==> config.mk <==
export PLATFORM = sky130hd
export DESIGN_NAME = lo_cell
export DESIGN_NICKNAME = d
export VERILOG_FILES = /design/src/sv/lo_pkg.sv /design/src/sv/lo_cell.sv
export SDC_FILE = /design/constraint.sdc
export NUM_CORES = 1
export LEC_CHECK = 0
export BUFFER_PORTS_ARGS = -buffer_cell sky130_fd_sc_hd__buf_2
export CAP_MARGIN = 20
export CORE_MARGIN = 4
export CORE_UTILIZATION = 40
export CTS_BUF_LIST = sky130_fd_sc_hd__clkbuf_8
export DETAILED_ROUTE_END_ITERATION = 6
export PLACE_DENSITY = 0.64
export SYNTH_ARGS = -nofsm -noshare
export SYNTH_HDL_FRONTEND = slang
export SYNTH_SLANG_ARGS = --single-unit
==> constraint.sdc <==
create_clock -name clock -period 14.1 [get_ports clock]
set_input_delay 0.705 -clock clock [delete_from_list [all_inputs] [get_ports clock]]
set_output_delay 0.705 -clock clock [all_outputs]
set_load 0.005 [all_outputs]
==> src/sv/lo_pkg.sv <==
// shared types and constants for the lights out gf(2) solver
package lo_pkg;

   localparam int MAX_ROWS  = 8;
   localparam int MAX_COLS  = 8;
   localparam int CELLS     = MAX_ROWS * MAX_COLS;
   localparam int IDX_W     = $clog2(CELLS);
   localparam int CNT_W     = IDX_W + 2;
   localparam int DIM_W     = 4;

   localparam logic [DIM_W-1:0] CSR_GRID_ROWS = 4'd0;
   localparam logic [DIM_W-1:0] CSR_GRID_COLS = 4'd1;

   // one equation: coefficient bits, right-hand side and a valid flag
   typedef struct packed {
      logic             vld;
      logic             rhs;
      logic [CELLS-1:0] coef;
   } lo_row_type;

   // controls broadcast to every cell
   typedef struct packed {
      logic clr;
      logic elim;
      logic shift;
   } lo_ctl_type;

   typedef enum logic [1:0] {
      ST_IDLE,
      ST_ELIM,
      ST_BACK,
      ST_DONE
   } lo_state_type;

endpackage

==> src/sv/lo_cell.sv <==
// one elimination cell: keeps the row whose leading column is its own index
module lo_cell (
   input  logic                       clock,
   input  logic                       reset,
   input  lo_pkg::lo_ctl_type         ctl,
   input  logic [lo_pkg::IDX_W-1:0]   col_idx,
   input  lo_pkg::lo_row_type         eq_in,
   output lo_pkg::lo_row_type         eq_out,
   input  lo_pkg::lo_row_type         row_in,
   output lo_pkg::lo_row_type         row_out
);
   import lo_pkg::*;

   lo_row_type row_ff, row_next_in;
   lo_row_type eq_ff, eq_next_in;

   // reduce the passing equation or capture it as this column's pivot
   always_comb begin
      row_next_in = row_ff;
      eq_next_in  = eq_in;
      if (ctl.shift) begin
         row_next_in = row_in;
         eq_next_in  = '0;
      end else if (ctl.elim) begin
         if (eq_in.vld && eq_in.coef[col_idx]) begin
            if (row_ff.vld) begin
               eq_next_in.coef = eq_in.coef ^ row_ff.coef;
               eq_next_in.rhs  = eq_in.rhs ^ row_ff.rhs;
            end else begin
               row_next_in    = eq_in;
               eq_next_in.vld = 1'b0;
            end
         end
      end else begin
         eq_next_in.vld = 1'b0;
      end
      // a new beat empties the cell
      if (ctl.clr) begin
         row_next_in.vld = 1'b0;
         eq_next_in.vld  = 1'b0;
      end
   end

   // row and pass-on registers; valid flags cleared by reset
   always_ff @(posedge clock) begin
      if (reset) begin
         row_ff.vld <= 1'b0;
         eq_ff.vld  <= 1'b0;
      end else begin
         row_ff <= row_next_in;
         eq_ff  <= eq_next_in;
      end
   end

   assign eq_out  = eq_ff;
   assign row_out = row_ff;

endmodule

* After elaboration in Yosys (flattened, before gate mapping) *
Cells that the tools add are included.

storage, ports and cells
  register bits = 132
  latch bits = 0
  memory bits (writable) = 0
  memory bits (read-only) = 0
  bits of input ports = 143
  output and inout port bits = 132
  memories = 0

cells by class
  $add $sub $neg = 0
  multiply operators = 0
  divide/modulo/power cells = 0
  $lt $le $gt $ge = 1
  equal/unequal tests = 1
  shift-type cells = 0
  multiplexer cells = 10
  bitwise gates (word level) = 4
  reductions and logical operators = 7

operators with widths
  kind                                                count
  two-way mux 66 bit                                  5
  two-way mux 65 bit                                  2
  XOR 64 bit                                          1
  < comparator 6 x 7 -> 1 bit, second input constant  1
  binary-select mux 1 bit (select 6 bit)              1
  AND reduction 4 bit                                 1
  nonzero test 2 bit                                  2
  OR reduction 4 bit                                  1
  two-way mux 1 bit                                   2
  inequality test 2 bit, second input constant        1
  NOT 1 bit                                           2
  AND reduction 2 bit                                 1
  OR reduction 2 bit                                  1
  logical AND 1 bit                                   1
  XOR 1 bit                                           1

* Depth between registers and ports, before layout *
Gate-level depths: netlist (run 1).

  word-level depth = 6
  mapped depth = 10
  mapped depth without buffers = 6

* Worst setup path before layout (run 1) *
Ideal clock, no wire load.

  kind = input port to flip-flop
  from = input col_idx[0] in the netlist's numbering
  to = register row_ff (netlist bit row_out[0]) (enable)
  library setup time = 510 ps
  arrival = 5,663 ps
  required time = 13,590 ps
  setup slack = 7,927 ps
  stages = 10
  path through = buf_4 buf_8 mux2i_1 mux4_2 a221oi_2 nand4_2 buf_6 buf_6 a21o_1 a21oi_1

on the way
  cells in the longest elaborated chain, start to end = 5

RTL lines
  what                                     RTL line       RTL
  from (decl)                              lo_cell.sv:6   input logic [lo_pkg::IDX_W-1:0] col_idx,
  binary-select mux 1 bit (select 6 bit)   lo_cell.sv:25  if (eq_in.vld && eq_in.coef[col_idx]) begin
  two-way mux 1 bit (implied by the code)  lo_cell.sv:25
  logical AND 1 bit                        lo_cell.sv:25
  nonzero test 2 bit (no source line)      -
  AND reduction 4 bit (no source line)     -
  to (signal assigned)                     lo_cell.sv:50  row_ff <= row_next_in;
  to (decl)                                lo_cell.sv:14  lo_row_type row_ff, row_next_in;

No other way between the ends. The select of a mux whose other input is x is not followed.
A chain may end at the register's enable or synchronous reset.

* Final worst setup path (run 1) *
  from = input col_idx[0] in the netlist's numbering
  to = register row_ff (netlist bit row_out[12]) (enable)

The elaborated chain is that of the path after synthesis.

==> summary.md, run 1 <==
| Metric | Value |
|---|---|
| Status | `finished, final reports clean` |
| Max Clk Rate | `253 MHz` |
| Max FO, Critical Path | `45` |
| Number of global-route vias before repair | `5746` |
| Setup TNS | `0 ps` |
| CTS Buffer Depth | `2` |
| Reg clk slew, reported paths | `70 ps` |
| Initial antenna violation count | `1` |
| First-pass GRT wire length | `32600 µm` |
| IO buf count | `274` |
| Crit path DAT | `4040 ps` |
| Post-route minimum period | `3950 ps` |
| Pre-CTS WS | `9590 ps` |
| Path category of the worst min-delay check | `primary input to flip-flop` |
| Post-synth ARST share | `0%` |
| Worst R2R Path Depth | `3` |
| Die height | `144 µm` |
| Syn avg cell area | `11.4 µm²` |
| P&R area growth vs syn | `25.0%` |
| Starting density of the core | `40.9%` |
| Largest net degree at the start of global routing | `111` |
| Seq cells post-synth | `132` |
| Worst slew pin tran | `865 ps` |
| Critical Path Start Type | `primary input` |
| Worst vdd ir | `0.0519 mV` |
| Pwr Density | `102 nW/µm²` |
| Top-level port count | `275` |
| Initial DRC Count | `405` |
| Critical-path top delay cell | `buf_4` |
| Core area | `18100 µm²` |
| Vias | `6076` |
| Clk Latency, worst-skew pair | `460 ps` |
| Die W | `144 µm` |
| Gr ovfl total | `0` |
| Gr usage total | `20.6%` |
| Routed length on met2 | `10700 µm` |
| Slew Viols, Final | `0` |
| Routability cong. | `0.797` |
| WL/cell | `19.4 µm` |
| Setup ws final | `10150 ps` |
| Mapped Nets | `790` |
| Cell variety after synth | `34` |
| Wirelength, routed | `22000 µm` |
| Post-synthesis cell area | `7400 µm²` |
| Fin nets | `1033` |
| Utilization after layout | `51.1%` |
| R2R Path Start | `row_out[65]` |
| Fin cells | `1132` |
| P_leak | `3.83 nW` |
| Most common flop cell mapped by yosys | `edfxtp_1` |
| Placed cells | `1100` |
| DRC | `0` |
| CTS HTree Levels | `4` |
| WS Path Type | `primary input to flip-flop` |
| Overall power | `0.943 mW` |
| Max incr delay on CP | `640 ps` |
| Yosys warns | `0` |
| Post-DP HPWL | `14700 µm` |
| Min-Delay Path Depth | `3` |
| Router iterations before antenna repair | `5` |
| Metal-1 WL | `9330 µm` |
| WL met3 | `1510 µm` |
| Post-CTS Setup Inserts | `0` |
| CTS sink count | `132` |
| Cells after synthesis | `647` |
| CTS tree | `yes` |
| Num CTS Buffers | `17` |
| Post-synthesis sequential area ratio | `53.3%` |
| Site row count | `49` |
| Top Metal Used | `met4` |
| Post-CTS sizing | `0` |
| Rel. slew slack | `42.4%` |
| Die area | `20700 µm²` |
| Crit-path cells | `buf_2, mux2i_1, mux4_2, a221oi_2, nand4_4, a21o_1, a21oi_4, buf_4` |
| RSZ-0062 raised after global routing | `no` |
| CP endpoint kind | `flip-flop` |
| CTS Hold Buffers Added | `0` |
| Routed Antenna Nets | `0` |
| Clock root buffer | `clkbuf_8` |
| Fin. Hold Viols | `0` |
| Ratio of cells with drive above 1 in the final layout | `43.2%` |
| Final Skew | `8.75 ps` |
| Number of setup violations in the final report | `0` |
| Hold path start | `row_in[65]` |
| Number of enable flip-flop cells after synthesis | `130` |
| End of the worst register-to-register path | `row_out[12]` |
| Period utilization | `28.0%` |
| Worst Hold Path EP | `row_out[65]` |
| CP required | `14190 ps` |
| Max Cap Viol | `0` |
| Vias per std cell | `5.37` |
| Flop-to-flop setup slack | `11880 ps` |
[how the worst max path moves through the flow]
stage | slack (ps) | cells after the start | to | start
after floorplan | 7930 | 10 | row_out[0] | col_idx[0]
after global placement | 9720 | 8 | row_out[2] | col_idx[0]
after detailed placement | 9590 | 8 | row_out[64] | col_idx[0]
after CTS | 10080 | 8 | row_out[61] | col_idx[0]
after global routing | 9940 | 8 | row_out[10] | col_idx[0]
final | 10150 | 8 | row_out[12] | col_idx[0]
[stage by stage]
stage               cell area, µm²  hold WS (ps)
floorplan                     7400           734
global placement              8870           725
detailed placement            8870           730
CTS                           9250           494
global route                  9250           507
finish                        9250           516
[routing by layer]
metal	global-route usage [%]	vias up
li1	-	2866
met1	27.1	2938
met2	33.5	246
met3	4.86	26
met4	7.33	0
met5	0	-
[registers in the layout (all words and copies together) (netlist names)]
name	count
row_out	66
eq_out	66
[report_power, final]
group          internal [mW]  total (mW)  switching (mW)
logic                 0.0668       0.148          0.0816
registers              0.460       0.469         0.00912
clock network          0.169       0.325           0.156
[cells in the final DEF (no fill, tap or decap), types with 17 or more instances in the layout]
| cell | count |
|---|---|
| buf_2 | 273 |
| edfxtp_1 | 130 |
| nor2_1 | 71 |
| nand2_1 | 70 |
| a21oi_1 | 67 |
| mux2_2 | 66 |
| nor2b_1 | 65 |
| a22o_1 | 64 |
| mux2i_1 | 17 |
| clkbuf_8 | 17 |
[critical path, delay by kind of cell]
kind / cells / cell delay [ps]
buffers and inverters: 2 / 1230
AND/OR/NAND/NOR: 1 / 130
AO/OA/AOI/OAI: 3 / 1190
multiplexers: 2 / 710
[kinds of logic after synthesis]
group / count (synthesis) / synth area share, %
compound gates: 144 / 13.6
buf+inv: 62 / 4.01
simple gates: 215 / 13.5
mux: 94 / 15.5
flops: 132 / 53.3
[synthesized netlist by cell type, types with 5 or more instances]
master	n	share of area [%]
nand2_1	70	3.6
a21oi_1	68	4.6
nor2_1	72	3.7
nor2b_1	65	5.5
edfxtp_1	130	53
buf_2	6	0.41
mux2_2	66	10
inv_1	5	0.25
clkbuf_1	36	1.8
mux4_2	10	3.0
mux2i_1	17	2.3
a22o_1	64	7.6
buf_1	6	0.30
[cell type report]
cell class,count,area [µm²]
diodes,1,2.50
clock buffers,17,234
repair buffers,281,1430
inverters,5,18.8
fillers,1640,8840
multi-input cells,453,3190
well taps,229,287
clock inverters,14,146
flip-flops and latches,132,3950
No activity file was read; power rests on OpenSTA's default activity.
==> run 2: changes to the inputs <==
--- a/config.mk
+++ b/config.mk
@@ -5,6 +5,7 @@
 export SDC_FILE = /design/constraint.sdc
 export NUM_CORES = 1
 export LEC_CHECK = 0
+export ABC_AREA = 1
 export BUFFER_PORTS_ARGS = -buffer_cell sky130_fd_sc_hd__buf_2
 export CAP_MARGIN = 20
 export CORE_MARGIN = 4
==> constraint.sdc (replaced) <==
create_clock -name clock -period 4.1 [get_ports clock]
set_input_delay 0.205 -clock clock [delete_from_list [all_inputs] [get_ports clock]]
set_output_delay 0.205 -clock clock [all_outputs]
set_load 0.005 [all_outputs]
==> run 2 against run 1 <==
  * Combinational power rose to 3.4 times the previous value
  * Wire length is 12% higher
  * Clock skew is 1.1 ps higher
  * Clock-buffer cell count unchanged
  * Via count increased by 16%
  * Clock power rose to 3.9 times the previous value
  * Non-clock buffer count is 3 higher
  * Critical path depth increased by 6
  * Area after synthesis grew 0.69%
  * Setup slack worse by 8600 ps
  * Die area grew 0.65%
  * Synthesized cell count is 34% higher
==> summary.md, run 2 <==
| Metric | Value |
|---|---|
| P_leak | `4.78 nW` |
| Number of enable flip-flop cells after synthesis | `130` |
| Core area | `18100 µm²` |
| Die area | `20900 µm²` |
| Max Clk Rate | `386 MHz` |
| Reg clk slew, reported paths | `80 ps` |
| CTS sink count | `132` |
| Hold path start | `row_in[29]` |
| Post-CTS Setup Inserts | `0` |
| Post-synthesis sequential area ratio | `52.9%` |
| Cell variety after synth | `22` |
| CTS Buffer Depth | `2` |
| End of the worst register-to-register path | `eq_out[25]` |
| Die W | `144 µm` |
| Die height | `144 µm` |
| R2R Path Start | `row_out[65]` |
| Site row count | `49` |
| Path category of the worst min-delay check | `primary input to flip-flop` |
| CP endpoint kind | `flip-flop` |
| Yosys warns | `0` |
| Ratio of cells with drive above 1 in the final layout | `32.0%` |
| IO buf count | `274` |
| Num CTS Buffers | `17` |
| Starting density of the core | `41.1%` |
| Routed Antenna Nets | `0` |
| Gr usage total | `23.1%` |
| Worst R2R Path Depth | `6` |
| Post-synthesis cell area | `7450 µm²` |
| WL/cell | `18.1 µm` |
| Final std cell area, no fill | `9300 µm²` |
| Vias per std cell | `5.16` |
| Max incr delay on CP | `730 ps` |
| Syn avg cell area | `8.58 µm²` |
| Fin nets | `1261` |
| Mapped Nets | `1011` |
| Fin. Hold Viols | `0` |
| Pwr Density | `363 nW/µm²` |
| WS Path Type | `primary input to flip-flop` |
| Vias | `7021` |
| Routability cong. | `0.829` |
| Most frequent cells in the layout | `280 x nand2_1, 273 x buf_2, 131 x nor2_1` |
| Largest net degree at the start of global routing | `69` |
| Most frequent CP cell | `nand3_1` |
| Min-Delay Path Depth | `3` |
| P&R area growth vs syn | `24.8%` |
| Synth top area share | `52.4%` |
| Period utilization | `63.1%` |
| CP Buf/Inv Count | `3` |
| Commonest cells post-synth | `281 x nand2_1, 131 x nor2_1, 130 x edfxtp_1, 74 x inv_1, 65 x o21ai_0` |
| Fill count | `1743` |
| Status | `finished, final reports clean` |
| Setup TNS | `0 ps` |
| First-pass GRT wire length | `36700 µm` |
| Clock root buffer | `clkbuf_8` |
| Number of setup violations in the final report | `0` |
| Top-level port count | `275` |
| RSZ-0062 raised after global routing | `no` |
| Initial antenna violation count | `1` |
| Post-DP HPWL | `16800 µm` |
| Flop-to-flop setup slack | `1670 ps` |
| Post-route minimum period | `2590 ps` |
| Max FO, Critical Path | `65` |
| Gr ovfl total | `0` |
| Worst vdd ir | `0.181 mV` |
| Router iterations before antenna repair | `5` |
| Crit-path cells | `buf_2, clkinv_4, nand2_1, nand3_1, nand3_1, nand2_1, nand2_1, nand3_1, nand3_1, nand2_4, buf_4, nand4_1, nor2_1, nor2_1` |
| Slew Viols, Final | `0` |
| CP required | `4300 ps` |
| Most common cell after layout, fill and taps aside | `nand2_1` |
| DRC | `0` |
| Post-CTS sizing | `0` |
| Critical-path top delay cell | `buf_4` |
| Clk Latency, worst-skew pair | `440 ps` |
| Max Cap Viol | `0` |
| Rel. slew slack | `31.5%` |
| Total stage count of the critical path | `14` |
| CTS Hold Buffers Added | `1` |
| Initial DRC Count | `575` |
| Final Skew | `9.87 ps` |
| Cell taking the most area after synthesis | `edfxtp_1` |
| Crit path DAT | `2780 ps` |
| Wirelength, routed | `24600 µm` |
| Most common flop cell mapped by yosys | `edfxtp_1` |
| Worst Hold Path EP | `row_out[29]` |
| Synth area leaders | `edfxtp_1 52%, nand2_1 14%, nand4_2 6.7%` |
| Cells after synthesis | `868` |
| CTS HTree Levels | `4` |
| Family with the most delay on the worst path | `buffers and inverters` |
| Critical Path Start Type | `primary input` |
| Worst slew pin tran | `1030 ps` |
| Seq cells post-synth | `132` |
| Most frequent cell after synthesis | `nand2_1` |
| Dpl cell area | `8840 µm²` |
| Post-synth ARST share | `0%` |
| Number of global-route vias before repair | `6764` |
| CTS tree | `yes` |
-- run 2: changes by cell type after synthesis, moves of 59 or more --
cell     before  now
inv_1         5   74
nand2_1      70  281
nor2_1       72  131
nor2b_1      65    0
mux2_2       66    1
a22o_1       64    0
a21oi_1      68    3
o21ai_0       2   65
-- run 2: layout make-up --
type                    count  area [µm²]  share of cell area (%)
well taps                 229         287                    3.08
inverters                  78         299                    3.22
flip-flops and latches    132        3940                    42.4
clock buffers              17         234                    2.52
multi-input cells         605        2870                    30.9
repair buffers            284        1450                    15.6
diodes                      1        2.50                  0.0269
clock inverters            15         211                    2.27
-- run 2: logic make-up after synthesis --
| logic type | synth area share, % |
|---|---|
| mux | 0.151 |
| flops | 52.9 |
| simple gates | 33.6 |
| compound gates | 4.57 |
| buf+inv | 8.77 |
-- run 2: where the power goes --
group	switching, mW	total, mW	leakage, nW	internal (mW)
Combinational	0.331	0.500	3.26	0.170
Sequential	0.0315	1.60	1.31	1.57
Clock	0.556	1.27	0.215	0.718
-- run 2: metal layers --
metal | vias up | part of all wire (%) | track usage, % | wire length, µm
met5 | - | 0.033 | 0 | 8
met4 | 2 | 1.7 | 6.73 | 416
met3 | 31 | 7.4 | 4.96 | 1810
met2 | 335 | 49 | 39.0 | 12200
met1 | 3271 | 41 | 29.9 | 10200
li1 | 3382 | - | - | -
-- run 2: worst max-delay path by stage --
stage	startpoint	to	slack [ps]
3_5_place_dp	col_idx[0]	eq_out[25]	1030
4_1_cts	col_idx[0]	eq_out[25]	1520
5_1_grt	col_idx[0]	eq_out[15]	1230
6_report	col_idx[0]	eq_out[15]	1510
3_3_place_gp	col_idx[0]	eq_out[27]	1140
2_1_floorplan	reset	row_out[0]	120
-- run 2: per-stage QoR --
stage          utilization (%)  cells  setup WS (ps)  total power, mW  hold WS, ps
6_report                  51.2   1361           1510             3.38         33.8
5_1_grt                   51.2   1360           1230             3.52         4.72
4_1_cts                   51.2   1360           1520             3.40         4.91
3_5_place_dp              48.7   1327           1030             2.14          446
3_3_place_gp              48.7   1327           1140             2.13          445
2_1_floorplan                -    868            122             1.93          350
-- run 2: worst reg2reg max path: cells and delay by family, from the launching register on --
kind,cells,cell delay (ps)
buffers and inverters,2,1130
DFF,1,480
and+or+nand+nor,4,580
